===== src/rtl/core/nrid_pkg.sv =====
// shared types and constants of the nibble run-length image decoder
package nrid_pkg;

    localparam int NIB_W    = 4;
    localparam int PIXEL_W  = 8;
    localparam int LENGTH_W = 12;
    localparam int CFG_W    = 64;
    localparam int CFG_IDX_W = 2;

    // configuration register indexes
    localparam logic [CFG_IDX_W-1:0] REG_PALETTE_LOW  = CFG_IDX_W'(0);
    localparam logic [CFG_IDX_W-1:0] REG_PALETTE_HIGH = CFG_IDX_W'(1);

    // job queue between decoder front and output back
    localparam int JOB_DEPTH = 4;
    localparam int JOB_PTR_W = $clog2(JOB_DEPTH);
    localparam int JOB_CNT_W = $clog2(JOB_DEPTH + 1);

    // one decoded result before palette mapping
    typedef struct packed {
        logic [NIB_W-1:0]    color;
        logic [LENGTH_W-1:0] length;
    } nrid_job_t;

    // a job beat with its valid flag
    typedef struct packed {
        logic      valid;
        nrid_job_t job;
    } nrid_beat_t;

endpackage


===== src/rtl/core/nibble_rle_image_decoder.sv =====
// top level of the nibble run-length image decoder
//
// Decodes a nibble run-length image stream, one 4-bit code per beat, into
// palette-mapped (pixel, length) results; a repeat comes out as a single
// result carrying its length, run literals come out with length 1, and a
// repeat of length zero gives no result. The decoder accepts one nibble
// every clock cycle for as long as its job queue has room; the queue
// (four entries) only fills when the result side holds pop low. When the
// nibble that completes a result is accepted, its job is written into the
// queue; at the queue head it moves through the palette into the result
// register once that register is empty or is being popped. Setting
// image_last on a nibble decodes it as usual and then returns the decoder
// to the start of an image; the palette is kept. The palette is two 64-bit
// registers, written through the configuration channel (index 0: entries
// 0..7, index 1: entries 8..15, entry n in byte n mod 8); cfg_ready is
// always high and writes to other indexes are dropped. Write the palette
// only while no decoded result is still on its way out.
module nibble_rle_image_decoder (
    input  logic                            clk,
    input  logic                            rst_n,
    // nibble stream
    input  logic                            push,
    output logic                            full,
    input  logic [nrid_pkg::NIB_W-1:0]      nibble,
    input  logic                            image_last,
    // results
    output logic                            empty,
    input  logic                            pop,
    output logic [nrid_pkg::PIXEL_W-1:0]    pixel,
    output logic [nrid_pkg::LENGTH_W-1:0]   length,
    // palette configuration
    input  logic                            cfg_valid,
    output logic                            cfg_ready,
    input  logic [nrid_pkg::CFG_IDX_W-1:0]  cfg_index,
    input  logic [nrid_pkg::CFG_W-1:0]      cfg_data
);

    logic                   in_accept;
    nrid_pkg::nrid_beat_t   job_beat;
    nrid_pkg::nrid_beat_t   queue_head;
    logic                   queue_take;

    // an accepted beat always advances the decoder state
    assign in_accept = push && !full;
    assign cfg_ready = 1'b1;

    // front: counts, records and the decision to emit
    nrid_front u_front (
        .clk        (clk),
        .rst_n      (rst_n),
        .accept     (in_accept),
        .nibble     (nibble),
        .image_last (image_last),
        .job_out    (job_beat)
    );

    // decouples the decoder from result back-pressure
    nrid_queue u_queue (
        .clk     (clk),
        .rst_n   (rst_n),
        .wr_beat (job_beat),
        .full    (full),
        .head    (queue_head),
        .rd_take (queue_take)
    );

    // back: palette mapping and the result register
    nrid_back u_back (
        .clk       (clk),
        .rst_n     (rst_n),
        .cfg_write (cfg_valid && cfg_ready),
        .cfg_index (cfg_index),
        .cfg_data  (cfg_data),
        .head      (queue_head),
        .take      (queue_take),
        .pop       (pop),
        .empty     (empty),
        .pixel     (pixel),
        .length    (length)
    );

    // the front never emits a job unless a beat was accepted into free room
    a_job_needs_room: assert property (@(posedge clk) disable iff (!rst_n)
        job_beat.valid |-> (in_accept && !full))
        else $error("job emitted without an accepted beat");

    // every result shown carries a nonzero length
    a_length_nonzero: assert property (@(posedge clk) disable iff (!rst_n)
        !empty |-> (length != '0))
        else $error("result with zero length");

    // a waiting job reaches an empty result register on the next edge
    a_back_moves: assert property (@(posedge clk) disable iff (!rst_n)
        (empty && queue_head.valid) |=> !empty)
        else $error("queued job not moved to result register");

endmodule


===== src/rtl/core/nrid_front.sv =====
// decoder front: count collection and record state machine
module nrid_front (
    input  logic                          clk,
    input  logic                          rst_n,
    input  logic                          accept,
    input  logic [nrid_pkg::NIB_W-1:0]    nibble,
    input  logic                          image_last,
    output nrid_pkg::nrid_beat_t          job_out
);

    typedef enum logic [6:0] {
        PH_IDLE  = 7'b0000001,
        PH_ESC_A = 7'b0000010,
        PH_ESC_B = 7'b0000100,
        PH_WIDE0 = 7'b0001000,
        PH_WIDE1 = 7'b0010000,
        PH_WIDE2 = 7'b0100000,
        PH_DONE  = 7'b1000000
    } phase_t;

    typedef enum logic [4:0] {
        MD_REP_COUNT = 5'b00001,
        MD_REP_COLOR = 5'b00010,
        MD_GROUP     = 5'b00100,
        MD_RUN_COUNT = 5'b01000,
        MD_RUN_LIT   = 5'b10000
    } mode_t;

    phase_t                          phase_reg, phase_next;
    mode_t                           mode_reg, mode_next;
    logic [nrid_pkg::LENGTH_W-1:0]   count_reg, count_next;
    logic [nrid_pkg::LENGTH_W-1:0]   group_reg, group_next;
    logic                            endless_run_reg, endless_run_next;
    logic                            endless_group_reg, endless_group_next;
    nrid_pkg::nrid_beat_t            beat;

    always_comb
    begin
        logic [nrid_pkg::LENGTH_W-1:0] shifted;
        logic [nrid_pkg::LENGTH_W-1:0] count_dec;

        phase_next         = phase_reg;
        mode_next          = mode_reg;
        count_next         = count_reg;
        group_next         = group_reg;
        endless_run_next   = endless_run_reg;
        endless_group_next = endless_group_reg;
        beat.valid         = 1'b0;
        beat.job.color     = nibble;
        beat.job.length    = count_reg;

        shifted = {count_reg[nrid_pkg::LENGTH_W-nrid_pkg::NIB_W-1:0], nibble};

        // count collection
        case (phase_reg)
            PH_IDLE:
            begin
                if (nibble == '0)
                begin
                    phase_next = PH_ESC_A;
                end
                else
                begin
                    count_next = nrid_pkg::LENGTH_W'(nibble);
                    phase_next = PH_DONE;
                end
            end
            PH_ESC_A:
            begin
                count_next = nrid_pkg::LENGTH_W'(nibble);
                phase_next = PH_ESC_B;
            end
            PH_ESC_B:
            begin
                count_next = shifted;
                phase_next = (shifted == '0) ? PH_WIDE0 : PH_DONE;
            end
            PH_WIDE0:
            begin
                count_next = shifted;
                phase_next = PH_WIDE1;
            end
            PH_WIDE1:
            begin
                count_next = shifted;
                phase_next = PH_WIDE2;
            end
            PH_WIDE2:
            begin
                count_next = shifted;
                phase_next = PH_DONE;
            end
            default:
            begin
                phase_next = PH_DONE;
            end
        endcase

        count_dec = count_next - nrid_pkg::LENGTH_W'(1);

        // record handling once the count is complete
        if (phase_next == PH_DONE)
        begin
            case (mode_reg)
                MD_REP_COUNT:
                begin
                    if (count_next == nrid_pkg::LENGTH_W'(1))
                    begin
                        mode_next  = MD_RUN_COUNT;
                        phase_next = PH_IDLE;
                    end
                    else if (count_next == nrid_pkg::LENGTH_W'(2))
                    begin
                        mode_next  = MD_GROUP;
                        phase_next = PH_IDLE;
                    end
                    else
                    begin
                        mode_next = MD_REP_COLOR;
                    end
                end
                MD_REP_COLOR:
                begin
                    beat.valid      = (count_next != '0);
                    beat.job.length = count_next;
                    if (endless_group_reg)
                    begin
                        mode_next = MD_REP_COUNT;
                    end
                    else if (group_reg == '0)
                    begin
                        mode_next = MD_RUN_COUNT;
                    end
                    else
                    begin
                        group_next = group_reg - nrid_pkg::LENGTH_W'(1);
                        mode_next  = MD_REP_COUNT;
                    end
                    phase_next = PH_IDLE;
                end
                MD_GROUP:
                begin
                    endless_group_next = (count_next == '0);
                    group_next         = (count_next == '0) ? '0 : count_dec;
                    mode_next          = MD_REP_COUNT;
                    phase_next         = PH_IDLE;
                end
                MD_RUN_COUNT:
                begin
                    endless_run_next = (count_next == '0);
                    mode_next        = MD_RUN_LIT;
                end
                MD_RUN_LIT:
                begin
                    beat.valid      = 1'b1;
                    beat.job.length = nrid_pkg::LENGTH_W'(1);
                    if (!endless_run_reg)
                    begin
                        count_next = count_dec;
                        if (count_dec == '0)
                        begin
                            mode_next  = MD_REP_COUNT;
                            phase_next = PH_IDLE;
                        end
                    end
                end
                default:
                begin
                    mode_next  = MD_REP_COUNT;
                    phase_next = PH_IDLE;
                end
            endcase
        end

        // end of image returns the decoder to its start
        if (image_last)
        begin
            phase_next         = PH_IDLE;
            mode_next          = MD_REP_COUNT;
            count_next         = '0;
            group_next         = '0;
            endless_run_next   = 1'b0;
            endless_group_next = 1'b0;
        end

        beat.valid = beat.valid & accept;
    end

    always_ff @(posedge clk or negedge rst_n)
    begin
        if (!rst_n)
        begin
            phase_reg         <= PH_IDLE;
            mode_reg          <= MD_REP_COUNT;
            count_reg         <= '0;
            group_reg         <= '0;
            endless_run_reg   <= 1'b0;
            endless_group_reg <= 1'b0;
        end
        else if (accept)
        begin
            phase_reg         <= phase_next;
            mode_reg          <= mode_next;
            count_reg         <= count_next;
            group_reg         <= group_next;
            endless_run_reg   <= endless_run_next;
            endless_group_reg <= endless_group_next;
        end
    end

    assign job_out = beat;

endmodule


===== src/rtl/core/nrid_queue.sv =====
// short job queue between decoder front and output back
module nrid_queue (
    input  logic                   clk,
    input  logic                   rst_n,
    input  nrid_pkg::nrid_beat_t   wr_beat,
    output logic                   full,
    output nrid_pkg::nrid_beat_t   head,
    input  logic                   rd_take
);

    nrid_pkg::nrid_job_t                  slot_reg [nrid_pkg::JOB_DEPTH];
    logic [nrid_pkg::JOB_PTR_W-1:0]       wr_ptr_reg, wr_ptr_next;
    logic [nrid_pkg::JOB_PTR_W-1:0]       rd_ptr_reg, rd_ptr_next;
    logic [nrid_pkg::JOB_CNT_W-1:0]       fill_reg, fill_next;
    logic                                 do_wr;
    logic                                 do_rd;

    assign do_wr = wr_beat.valid;
    assign do_rd = rd_take && (fill_reg != '0);

    always_comb
    begin
        wr_ptr_next = wr_ptr_reg;
        rd_ptr_next = rd_ptr_reg;
        fill_next   = fill_reg;
        if (do_wr)
        begin
            wr_ptr_next = (wr_ptr_reg == nrid_pkg::JOB_PTR_W'(nrid_pkg::JOB_DEPTH - 1))
                        ? '0 : wr_ptr_reg + nrid_pkg::JOB_PTR_W'(1);
        end
        if (do_rd)
        begin
            rd_ptr_next = (rd_ptr_reg == nrid_pkg::JOB_PTR_W'(nrid_pkg::JOB_DEPTH - 1))
                        ? '0 : rd_ptr_reg + nrid_pkg::JOB_PTR_W'(1);
        end
        if (do_wr && !do_rd)
        begin
            fill_next = fill_reg + nrid_pkg::JOB_CNT_W'(1);
        end
        else if (!do_wr && do_rd)
        begin
            fill_next = fill_reg - nrid_pkg::JOB_CNT_W'(1);
        end
    end

    always_ff @(posedge clk or negedge rst_n)
    begin
        if (!rst_n)
        begin
            wr_ptr_reg <= '0;
            rd_ptr_reg <= '0;
            fill_reg   <= '0;
        end
        else
        begin
            wr_ptr_reg <= wr_ptr_next;
            rd_ptr_reg <= rd_ptr_next;
            fill_reg   <= fill_next;
        end
    end

    always_ff @(posedge clk)
    begin
        if (do_wr)
        begin
            slot_reg[wr_ptr_reg] <= wr_beat.job;
        end
    end

    assign full       = (fill_reg == nrid_pkg::JOB_CNT_W'(nrid_pkg::JOB_DEPTH));
    assign head.valid = (fill_reg != '0);
    assign head.job   = slot_reg[rd_ptr_reg];

endmodule


===== src/rtl/core/nrid_back.sv =====
// output back: palette registers, palette mapping and result register
module nrid_back (
    input  logic                            clk,
    input  logic                            rst_n,
    input  logic                            cfg_write,
    input  logic [nrid_pkg::CFG_IDX_W-1:0]  cfg_index,
    input  logic [nrid_pkg::CFG_W-1:0]      cfg_data,
    input  nrid_pkg::nrid_beat_t            head,
    output logic                            take,
    input  logic                            pop,
    output logic                            empty,
    output logic [nrid_pkg::PIXEL_W-1:0]    pixel,
    output logic [nrid_pkg::LENGTH_W-1:0]   length
);

    logic [nrid_pkg::CFG_W-1:0]     palette_low_reg;
    logic [nrid_pkg::CFG_W-1:0]     palette_high_reg;
    logic                           out_valid_reg, out_valid_next;
    logic [nrid_pkg::PIXEL_W-1:0]   pixel_reg;
    logic [nrid_pkg::LENGTH_W-1:0]  length_reg;
    logic [nrid_pkg::CFG_W-1:0]     bank;
    logic [nrid_pkg::PIXEL_W-1:0]   mapped;

    always_ff @(posedge clk or negedge rst_n)
    begin
        if (!rst_n)
        begin
            palette_low_reg  <= '0;
            palette_high_reg <= '0;
        end
        else if (cfg_write)
        begin
            case (cfg_index)
                nrid_pkg::REG_PALETTE_LOW:  palette_low_reg  <= cfg_data;
                nrid_pkg::REG_PALETTE_HIGH: palette_high_reg <= cfg_data;
                default:                    ;
            endcase
        end
    end

    // palette entry select
    assign bank   = head.job.color[nrid_pkg::NIB_W-1] ? palette_high_reg : palette_low_reg;
    assign mapped = bank[nrid_pkg::PIXEL_W * head.job.color[nrid_pkg::NIB_W-2:0] +:
                         nrid_pkg::PIXEL_W];

    assign take = head.valid && (!out_valid_reg || pop);

    always_comb
    begin
        out_valid_next = out_valid_reg;
        if (take)
        begin
            out_valid_next = 1'b1;
        end
        else if (pop)
        begin
            out_valid_next = 1'b0;
        end
    end

    always_ff @(posedge clk or negedge rst_n)
    begin
        if (!rst_n)
        begin
            out_valid_reg <= 1'b0;
        end
        else
        begin
            out_valid_reg <= out_valid_next;
        end
    end

    always_ff @(posedge clk)
    begin
        if (take)
        begin
            pixel_reg  <= mapped;
            length_reg <= head.job.length;
        end
    end

    assign empty  = !out_valid_reg;
    assign pixel  = pixel_reg;
    assign length = length_reg;

endmodule


===== config.mk =====
export PLATFORM = sky130hd
export DESIGN_NAME = nibble_rle_image_decoder
export DESIGN_NICKNAME = d
export VERILOG_FILES = /design/src/rtl/core/nrid_pkg.sv /design/src/rtl/core/nibble_rle_image_decoder.sv /design/src/rtl/core/nrid_front.sv /design/src/rtl/core/nrid_queue.sv /design/src/rtl/core/nrid_back.sv
export SDC_FILE = /design/constraint.sdc
export NUM_CORES = 1
export LEC_CHECK = 0
export BUFFER_PORTS_ARGS = -buffer_cell sky130_fd_sc_hd__buf_2
export CAP_MARGIN = 30
export CORE_ASPECT_RATIO = 2
export CORE_MARGIN = 5
export CORE_UTILIZATION = 45
export DETAILED_ROUTE_END_ITERATION = 6
export GPL_TIMING_DRIVEN = 0
export PLACE_DENSITY_LB_ADDON = 0.3
export REMOVE_ABC_BUFFERS = 1
export SLEW_MARGIN = 5
export SYNTH_ARGS = -nofsm -noshare
export SYNTH_HDL_FRONTEND = slang
export SYNTH_SLANG_ARGS = --single-unit

===== constraint.sdc =====
create_clock -name clk -period 4.2 [get_ports clk]
set_input_delay 0.42 -clock clk [delete_from_list [all_inputs] [get_ports clk]]
set_output_delay 0.42 -clock clk [all_outputs]
set_load 0.005 [all_outputs]

==> metrics, run 1 <==
final setup fails 0; R2R cell count 14; Yosys reg bits 258; Slowest-stage cell, CP dfrtp_1; area of the mapped netlist 12400 µm²; element type at the critical path end flip-flop; final period utilization 0.951; global-route wire length before repair 44700 µm; cell family with most CP delay compound AO/OA/AOI/OAI gates; Routed Antenna Nets 0; met2 usage 0.289; Reg clk slew, reported paths 0.07 ns; Initial Utilization 0.453; Filler cells 2334; Post-Syn Area per Cell 13.7 µm²; CP Max Fanout 20; clk sink count 258; Synth Instances 905; worst hold margin 0.0842 ns; WL/cell 19.8 µm; Die Wd 127 µm; final net count 1075; Peak VDD IR 0.434 mV; Row Count 86; First-pass DRT Iterations 5; min cycle time layout 3.99 ns; initial DRC count 612; Slew HR 0.433; critical path class flip-flop to flip-flop; Yosys Warn Count 0; Top Usage Layer GRT met2; status finished, final reports clean; DP HPWL 18600 µm; area occupied by multi-input gates 5240 µm²; EDFF count, synth 84; CTS tree yes; Worst Setup Start Kind flip-flop; Yosys cell types 76; DRC viols 0; Place WS -0.532 ns; met1 global-route usage 0.241; share of cells above drive strength 1 0.367; clk_skew 0.0265 ns; leakage 5.64 nW; Peak Freq 0.250 GHz; CP most frequent cell inv_1; Crit path largest cell delay 0.51 ns; Total Routing Usage GR 0.175; Final Util 0.518; pin count of the biggest net entering global routing 118; post-synthesis async set-or-reset flop share 0.674; Fin. Hold Viols 0; overall routed net length 26900 µm; via count 7885; grt total ovfl 0; initial antenna violation count 3; met3 usage 0.0295; Die Y-Extent 245 µm; Core Footprint 27300 µm²; setup bufs post-CTS 0; Stages on worst setup path 14; vias per inst 5.79; number of global-route vias before repair 8446; die area 31100 µm²; CP arrival 4.41 ns; clock root cell clkbuf_16; Port Buf Inserts 97; total power 0.00862 W; I/O Pins 99; CTS buffer count 25; hold depth 2; cells along the critical path nor3_2, nand3_1, o211a_4, a22o_2, inv_1, ha_1, inv_1, a311oi_4, o21a_2, nor2_4, ha_1, inv_1, fa_1, mux2_2; Worst Tran Pin Value 0.846 ns; predominant post-synthesis flop cell dfrtp_1; sequential element share of the synthesized area 0.556; maximum clock path buffer count 3; worst setup margin 0.205 ns; Synth-to-Final Area Change 14.4%; Final Non-Filler Cells 1361; Hold WC Path Type input port to flip-flop; worst skew pair latency 0.53 ns; H-tree depth 1; Required @ worst endpoint 4.62 ns; Storage cell area 6880 µm²; Routability Congestion 0.908; CP Buf/Inv Count 3; Placed Instances 1312; Max Cap Violations 0; max-slew violations 0; RSZ-0062 raised after global routing yes; Power Density 609 nW/µm²
==> cells in the mapped netlist, drive strengths merged, types with 8 or more instances <==
master  number  area, µm²
a21oi       18       90.1
a22o        31        273
buf         23        128
clkbuf      37        139
dfrtp      172       4300
edfxtp      84       2520
ha           9        113
inv         15       56.3
mux2       140       1580
mux2i        8       80.1
mux4        48       1080
nand2       52        195
nand3       11       55.1
nor2        47        184
nor3        15       85.1
nor4         8       50.1
o211ai       8       65.1
o21ai       39        203
o31ai        8       60.1
or3          9       56.3
xnor2       12        105
xor2         8       70.1
==> routing by layer <==
metal  wire, µm  vias to the layer above
li1           -                     3608
met2      13500                      190
met3       1370                       46
met5         13                        -
met1      11500                     4039
met4        566                        2
==> timing repair <==
| action | 4_1_cts | 5_1_grt |
|---|---|---|
| gates resized for setup | 2 | 6 |
| hold buffers | 1 | 0 |
| pin swaps | 0 | 1 |
| setup endpoints to repair | 66 | 66 |
| cloned | 0 | 0 |
| hold endpoints to repair | 55 | 0 |
==> path summary, 6_finish.rpt <==
| check | start | end | slack (ns) |
|---|---|---|---|
| max in group asynchronous | rst_n | u_back.palette_low_reg[35] | 2.83 |
| worst min-delay path | pop | u_back.out_valid_reg | 0.08 |
| worst min register to register | u_queue.fill_reg[2] | u_queue.fill_reg[2] | 0.49 |
| worst max register to register | u_front.phase_reg[5] | u_queue.fill_reg[1] | 0.21 |
| worst max-delay path | u_front.phase_reg[5] | u_queue.fill_reg[1] | 0.21 |
| min in group asynchronous | rst_n | u_queue.fill_reg[2] | 0.39 |
==> cell type report <==
| cell class | instances | area share |
|---|---|---|
| multi-input combinational | 572 | 0.370 |
| antenna | 2 | 0.000354 |
| tap | 352 | 0.0311 |
| inverter | 15 | 0.00398 |
| sequential | 258 | 0.486 |
| timing repair buffer | 117 | 0.0546 |
| clock buffer | 36 | 0.0485 |
| clock inverter | 9 | 0.00557 |
==> per-stage QoR <==
step                setup TNS, ns  area, µm²
floorplan                 -106.40      12100
global placement          -341.80      13000
detailed placement         -29.14      13300
CTS                             0      14100
global route              -0.0928      14200
finish                          0      14200
==> cells by family after synthesis <==
family,count (synthesis),share of synthesized area
mux,196,0.221
compound gates,149,0.0892
xor+xnor,20,0.0142
simple gates,196,0.0824
buf+inv,75,0.0261
other cells,1,0.000303
fa+ha+maj,10,0.0107
flops,258,0.556
==> layout by cell type, fill, tap and decap left out, types with 9 or more instances in the layout <==
cell type  Yosys  routed
dfrtp_1      172     171
mux2_2       139     139
or3_1          9       9
nand2_1       52      52
a21oi_1       18      17
a22o_1        30      29
nand3_1       11      11
clkbuf_1      37       9
edfxtp_1      84      84
xnor2_1       12      12
mux4_2        48      48
inv_1         15      15
o21ai_0       37      37
nor3_1        13      13
clkbuf_16      0      25
nor2_1        46      46
ha_1           9       9
buf_2         12      97
==> power breakdown <==
part / internal (W) / total, W / switching, W
combinational: 0.00150 / 0.00302 / 0.00153
sequential: 0.00312 / 0.00347 / 0.000344
clock: 0.00120 / 0.00213 / 0.000931
total: 0.00582 / 0.00862 / 0.00280
No activity file was read; power rests on OpenSTA's default activity.
==> inputs of run 2 (changes only) <==
--- a/config.mk
+++ b/config.mk
@@ -5,6 +5,7 @@
 export SDC_FILE = /design/constraint.sdc
 export NUM_CORES = 1
 export LEC_CHECK = 0
+export ABC_AREA = 0
 export BUFFER_PORTS_ARGS = -buffer_cell sky130_fd_sc_hd__buf_2
 export CAP_MARGIN = 30
 export CORE_ASPECT_RATIO = 2
@@ -17,4 +18,5 @@
 export SLEW_MARGIN = 5
 export SYNTH_ARGS = -nofsm -noshare
 export SYNTH_HDL_FRONTEND = slang
+export SYNTH_HIERARCHICAL = 1
 export SYNTH_SLANG_ARGS = --single-unit
==> metrics, run 2 <==
Hold WC Path Type input port to flip-flop; sequential element share of the synthesized area 0.552 (-0.00352); initial antenna violation count 1 (-2); Required @ worst endpoint 4.63 ns (about the same); Synth area leaders dfrtp_1 (35%), edfxtp_1 (20%), mux2_2 (12%); EDFF count, synth 84 (unchanged); element type at the critical path end flip-flop; overall routed net length 27500 µm (+2.0%); min cycle time layout 4.08 ns (+0.0822 ns); Routability Congestion 0.886 (-2.5%); Initial Utilization 0.454 (+0.00110); Top Metal Used met4; Routed Antenna Nets 0 (unchanged); Final Util 0.514 (-0.00426); leakage 5.60 nW (-0.77%); H-tree depth 1 (unchanged); Synth-to-Final Area Change 13.1%; global-route wire length before repair 43800 µm (-2.1%); clock root cell clkbuf_16; First-pass DRT Iterations 5 (unchanged); Synth Instances 869 (-4.0%); setup_tns 0 ns (unchanged); Placed Instances 1277 (-2.7%); R2R cell count 13 (-1); CP arrival 4.51 ns (+0.10 ns); via count 7638 (-3.1%); final net count 1040 (-3.3%); Routed met1 length 9730 µm (-15%); Crit path largest cell delay 0.60 ns (+0.09 ns); Slew HR 0.331 (-0.102); Row Count 86 (unchanged); CP Buf/Inv Count 1 (-2); most frequent cells in the layout dfrtp_1 (170), mux2_2 (131), buf_2 (97); Peak VDD IR 0.283 mV (-35%); Total Routing Usage GR 0.175 (-0.000239); Hold Crit Start cfg_data[37]; worst hold path endpoint u_back/palette_high_reg[37]; status finished, final reports clean; post-synthesis async set-or-reset flop share 0.674 (unchanged); commonest non-fill, non-tap cell in the layout dfrtp_1; number of global-route vias before repair 8150 (-3.5%); Peak Freq 0.245 GHz (-2.0%); Filler cells 2303 (-1.3%); vias per inst 5.77 (-0.35%); area of the mapped netlist 12500 µm² (+0.64%); Routed met2 length 15300 µm (+13%); pin count of the biggest net entering global routing 114 (-3.4%); Fin. Hold Viols 0 (unchanged); cell taking the most area after synthesis dfrtp_1; Die Y-Extent 245 µm (+0.30%); Max Cap Violations 0 (unchanged); cells along the critical path or4_1, nor3_1, nor2_1, o22ai_2, nor2_4, o21a_1, nor2_4, ha_1, inv_1, fa_1, xor2_1, nor2_1, xor2_1; DP HPWL 19800 µm (+6.1%); Yosys cell types 82 (+7.9%); Yosys reg bits 258 (unchanged); Post-Syn Area per Cell 14.3 µm² (+4.8%); maximum clock path buffer count 3 (unchanged); Critical R2R Launch u_front/phase_reg[3]; Worst Tran Pin Value 0.999 ns (+0.153 ns); worst flop-to-flop path endpoint u_queue/fill_reg[2]; post-synth top area share 0.346 (-0.00220); met3 WL 996 µm (-27%); critical path class flip-flop to flip-flop; I/O Pins 99 (unchanged); CTS tree yes; Critical Path Start u_front/phase_reg[3]; clk sink count 258 (unchanged); worst hold margin 0.150 ns (+0.0655 ns); clk_skew 0.00936 ns (-0.0171 ns); most frequent cell after synthesis dfrtp_1; Yosys Warn Count 6 (+6); Core Footprint 27400 µm² (+0.39%); share of cells above drive strength 1 0.371 (+0.00371); WL/cell 20.8 µm (+4.9%); Final Non-Filler Cells 1323 (-2.8%); Die Wd 128 µm (+0.29%); Synth top cells by count dfrtp_1 (172), mux2_2 (131), edfxtp_1 (84); CTS buffer count 23 (-8.0%); Port Buf Inserts 97 (unchanged); final setup fails 0 (unchanged); cell family with most CP delay simple AND/OR/NAND/NOR gates; grt total ovfl 0 (unchanged); hold depth 2 (unchanged); Worst Setup Start Kind flip-flop; Slowest-stage cell, CP or4_1; initial DRC count 426 (-30%); worst skew pair latency 0.51 ns (-0.02 ns); predominant post-synthesis flop cell dfrtp_1; Reg clk slew, reported paths 0.07 ns (about the same); max-slew violations 0 (unchanged); Power Density 620 nW/µm² (+1.7%); R2R setup slack 0.12 ns (-0.08 ns); final period utilization 0.971 (+0.0196); CP Max Fanout 11 (-45%); die area 31300 µm² (+0.60%); DRC viols 0 (unchanged)
run 2: repair_timing:
| item | CTS | global route |
|---|---|---|
| gates resized for setup | 13 | 6 |
| endpoints found under the hold margin | 59 | 0 |
| hold buffers | 1 | 0 |
| buffers inserted | 1 | 2 |
| pin swaps | 1 | 2 |
| setup endpoints to repair | 67 | 22 |
run 2: cell type report:
| cell class | instances | area, µm² | share of cell area |
|---|---|---|---|
| Multi-Input combinational cell | 540 | 5190 | 0.369 |
| Antenna cell | 1 | 2.50 | 0.000178 |
| Clock buffer | 24 | 579 | 0.0411 |
| Timing Repair Buffer | 117 | 764 | 0.0542 |
| Sequential cell | 258 | 6880 | 0.488 |
| Clock inverter | 17 | 179 | 0.0127 |
| Tap cell | 352 | 440 | 0.0312 |
| Inverter | 14 | 52.6 | 0.00373 |
run 2: kinds of logic after synthesis:
group,synth area share
flops,0.552
mux,0.214
simple gates,0.0729
compound gates,0.0895
buf+inv,0.0369
xor+xnor,0.0231
fa+ha+maj,0.0106
other cells,0.000301
run 2: through the flow:
stage / cell area (µm²) / setup slack (ns) / total power (W)
6_report: 14100 / 0.123 / 0.00873
5_1_grt: 14100 / -0.00864 / 0.00921
4_1_cts: 14100 / 0.00185 / 0.00878
3_5_place_dp: 13200 / -0.909 / 0.00657
3_3_place_gp: 13000 / -4.84 / 0.00644
2_1_floorplan: 12100 / -1.66 / 0.00559
run 2: where the power goes:
group / internal (W) / switching, W / total, W
registers: 0.00315 / 0.000349 / 0.00350
logic: 0.00148 / 0.00162 / 0.00310
clock network: 0.00120 / 0.000929 / 0.00213
run 2: per-layer routing:
metal | up-vias | GRT usage
met5 | - | 0
met4 | 0 | 0.101
met3 | 82 | 0.0180
met2 | 202 | 0.330
met1 | 3890 | 0.185
li1 | 3464 | -
run 2: how the worst max path moves through the flow:
stage                                      end  slack (ns)  cells after the start
global placement    u_back/palette_low_reg[13]       -4.84                      3
finish                     u_queue/fill_reg[2]        0.12                     13
floorplan            u_back/palette_low_reg[0]       -1.66                      2
global route               u_queue/fill_reg[2]      -0.009                     13
detailed placement      u_queue/slot_reg[1][9]       -0.91                     12
CTS                        u_queue/fill_reg[2]       0.002                     13
==> inputs of run 3 (changes only) <==
--- a/config.mk
+++ b/config.mk
@@ -8,7 +8,7 @@
 export ABC_AREA = 0
 export BUFFER_PORTS_ARGS = -buffer_cell sky130_fd_sc_hd__buf_2
 export CAP_MARGIN = 30
-export CORE_ASPECT_RATIO = 2
+export CORE_ASPECT_RATIO = 0.9
 export CORE_MARGIN = 5
 export CORE_UTILIZATION = 45
 export DETAILED_ROUTE_END_ITERATION = 6
==> constraint.sdc (replaced) <==
create_clock -name clk -period 4.2 [get_ports clk]
set_input_delay 0.42 -clock clk [delete_from_list [all_inputs] [get_ports clk]]
set_output_delay 0.42 -clock clk [all_outputs]
set_load 0.05 [all_outputs]
==> metrics, run 3 (synthesis results as in run 2) <==
overall routed net length 26000 µm (-5.3%); Hold Crit Start cfg_data[46]; worst skew pair latency 0.55 ns (+0.04 ns); I/O Pins 99 (unchanged); Initial Utilization 0.458 (+0.00445); Routed Antenna Nets 0 (unchanged); Power Density 658 nW/µm² (+6.2%); grt total ovfl 0 (unchanged); R2R cell count 14 (+1); clk sink count 258 (unchanged); DRC viols 0 (unchanged); Worst Tran Pin Value 1.00 ns (+0.00212 ns); CP arrival 4.48 ns (-0.03 ns); number of global-route vias before repair 7803 (-4.3%); Routability Congestion 0.854 (-3.5%); CP Max Fanout 9 (-2); clk_skew 0.0130 ns (+0.00368 ns); Final Util 0.526 (+0.0124); global-route wire length before repair 42600 µm (-2.6%); DP HPWL 17800 µm (-10%); cells along the critical path or4_4, a211oi_4, o22ai_4, a22o_4, inv_1, ha_2, o2111ai_2, nor2_4, o21a_1, nor2_4, ha_1, inv_1, fa_1, mux2_2; clock root cell clkbuf_16; Port Buf Inserts 97 (unchanged); min cycle time layout 4.06 ns (-0.0193 ns); pin count of the biggest net entering global routing 103 (-9.6%); initial antenna violation count 3 (+2); total power 0.00940 W (+7.7%); Slew HR 0.331 (about the same); H-tree depth 1 (unchanged); R2R setup slack 0.14 ns (+0.02 ns); cell area after layout 14300 µm² (+1.4%); Required @ worst endpoint 4.62 ns (about the same); status finished, final reports clean; Die Y-Extent 168 µm (-32%); WL/cell 19.5 µm (-6.3%); Final Non-Filler Cells 1337 (+1.1%); First-pass DRT Iterations 4 (-1); leakage 5.69 nW (+1.6%); Reg clk slew, reported paths 0.06 ns (about the same); final net count 1046 (+0.58%); Synth-to-Final Area Change 14.7%; vias per inst 5.62 (-2.7%); Row Count 57 (-34%); Critical R2R Launch u_front/phase_reg[5]; Core Footprint 27200 µm² (-0.97%); Place WS -0.759 ns (+0.150 ns); Max Cap Violations 0 (unchanged); via count 7514 (-1.6%); critical path class flip-flop to flip-flop; share of cells above drive strength 1 0.372 (+0.000556); element type at the critical path end flip-flop; Placed Instances 1280 (+0.23%); Hold WC Path Type input port to flip-flop; CTS buffer count 28 (+22%); Total Routing Usage GR 0.168 (-0.00680); final setup fails 0 (unchanged); initial DRC count 402 (-5.6%); Slowest-stage cell, CP or4_4; Fin. Hold Viols 0 (unchanged); worst setup margin 0.142 ns (+0.0193 ns); max-slew violations 0 (unchanged); final period utilization 0.966 (-0.00459); maximum clock path buffer count 3 (unchanged); Crit path largest cell delay 0.61 ns (about the same); die area 31100 µm² (-0.63%); Peak Freq 0.246 GHz (+0.47%); Critical Path Start u_front/phase_reg[5]; Peak VDD IR 0.367 mV (+30%); Die Wd 185 µm (+45%); most frequent cells in the layout dfrtp_1 (172), mux2_2 (131), buf_2 (97); Worst Setup Start Kind flip-flop; DP Area 13200 µm² (about the same); commonest non-fill, non-tap cell in the layout dfrtp_1; CTS tree yes; hold depth 2 (unchanged)
==> run 3: changes by cell type in the layout (fill, tap and decap cells not counted), sizes merged <==
cell and delta:
clkinvlp +4, inv -2, clkbuf +7, bufinv +1
clkinv +1, buf +1
==> run 3: metrics by stage <==
stage               hold WS [ns]  setup TNS [ns]
floorplan                  0.124         -106.40
CTS                       0.0830               0
global placement           0.470         -395.34
finish                     0.112               0
global route              0.0880         -0.0114
detailed placement         0.431          -45.70
==> run 3: critical path, delay by kind of cell, from the launching register on <==
kind	cells	cell delay [ns]
multiplexers	1	0.27
adder cells (fa/ha/maj)	3	0.93
flip-flops	1	0.49
AND/OR/NAND/NOR	3	0.91
AO/OA/AOI/OAI	5	1.19
buffers and inverters	2	0.15
==> run 3: final timing paths <==
path,endpoint
worst min register to register,u_back/palette_high_reg[7]
min in group asynchronous,u_back/palette_high_reg[53]
worst min-delay path,u_back/palette_high_reg[46]
worst max-delay path,u_queue/fill_reg[1]
max in group asynchronous,u_front/mode_reg[0]
worst max register to register,u_queue/fill_reg[1]
==> run 3: metal layers <==
metal / vias to the layer above / global-route usage / routed length [µm]
met2: 150 / 0.266 / 12300
met4: 4 / 0.0389 / 551
met1: 3824 / 0.246 / 12000
li1: 3499 / - / -
met5: - / 0 / 19
met3: 37 / 0.0280 / 1100
==> run 3: timing repair <==
| action | 4_1_cts | 5_1_grt |
|---|---|---|
| endpoints found under the setup margin | 66 | 66 |
| pin swaps | 1 | 2 |
| gates resized for setup | 7 | 4 |
| setup buffers | 1 | 2 |
| endpoints found under the hold margin | 72 | 0 |
| hold buffers | 1 | 0 |
==> run 3: final cells by class <==
class | count | area, µm²
sequential | 258 | 6880
fill | 2271 | 12900
antenna | 1 | 2.50
clock inverter | 21 | 254
inverter | 14 | 52.6
tap | 354 | 443
multi-input combinational | 540 | 5170
clock buffer | 31 | 722
timing repair buffer | 118 | 774
==> run 3: where the power goes <==
| group | internal, W | switching [W] | leakage, nW |
|---|---|---|---|
| combinational | 0.00148 | 0.00190 | 2.36 |
| sequential | 0.00315 | 0.000337 | 2.88 |
| clock | 0.00150 | 0.00104 | 0.457 |
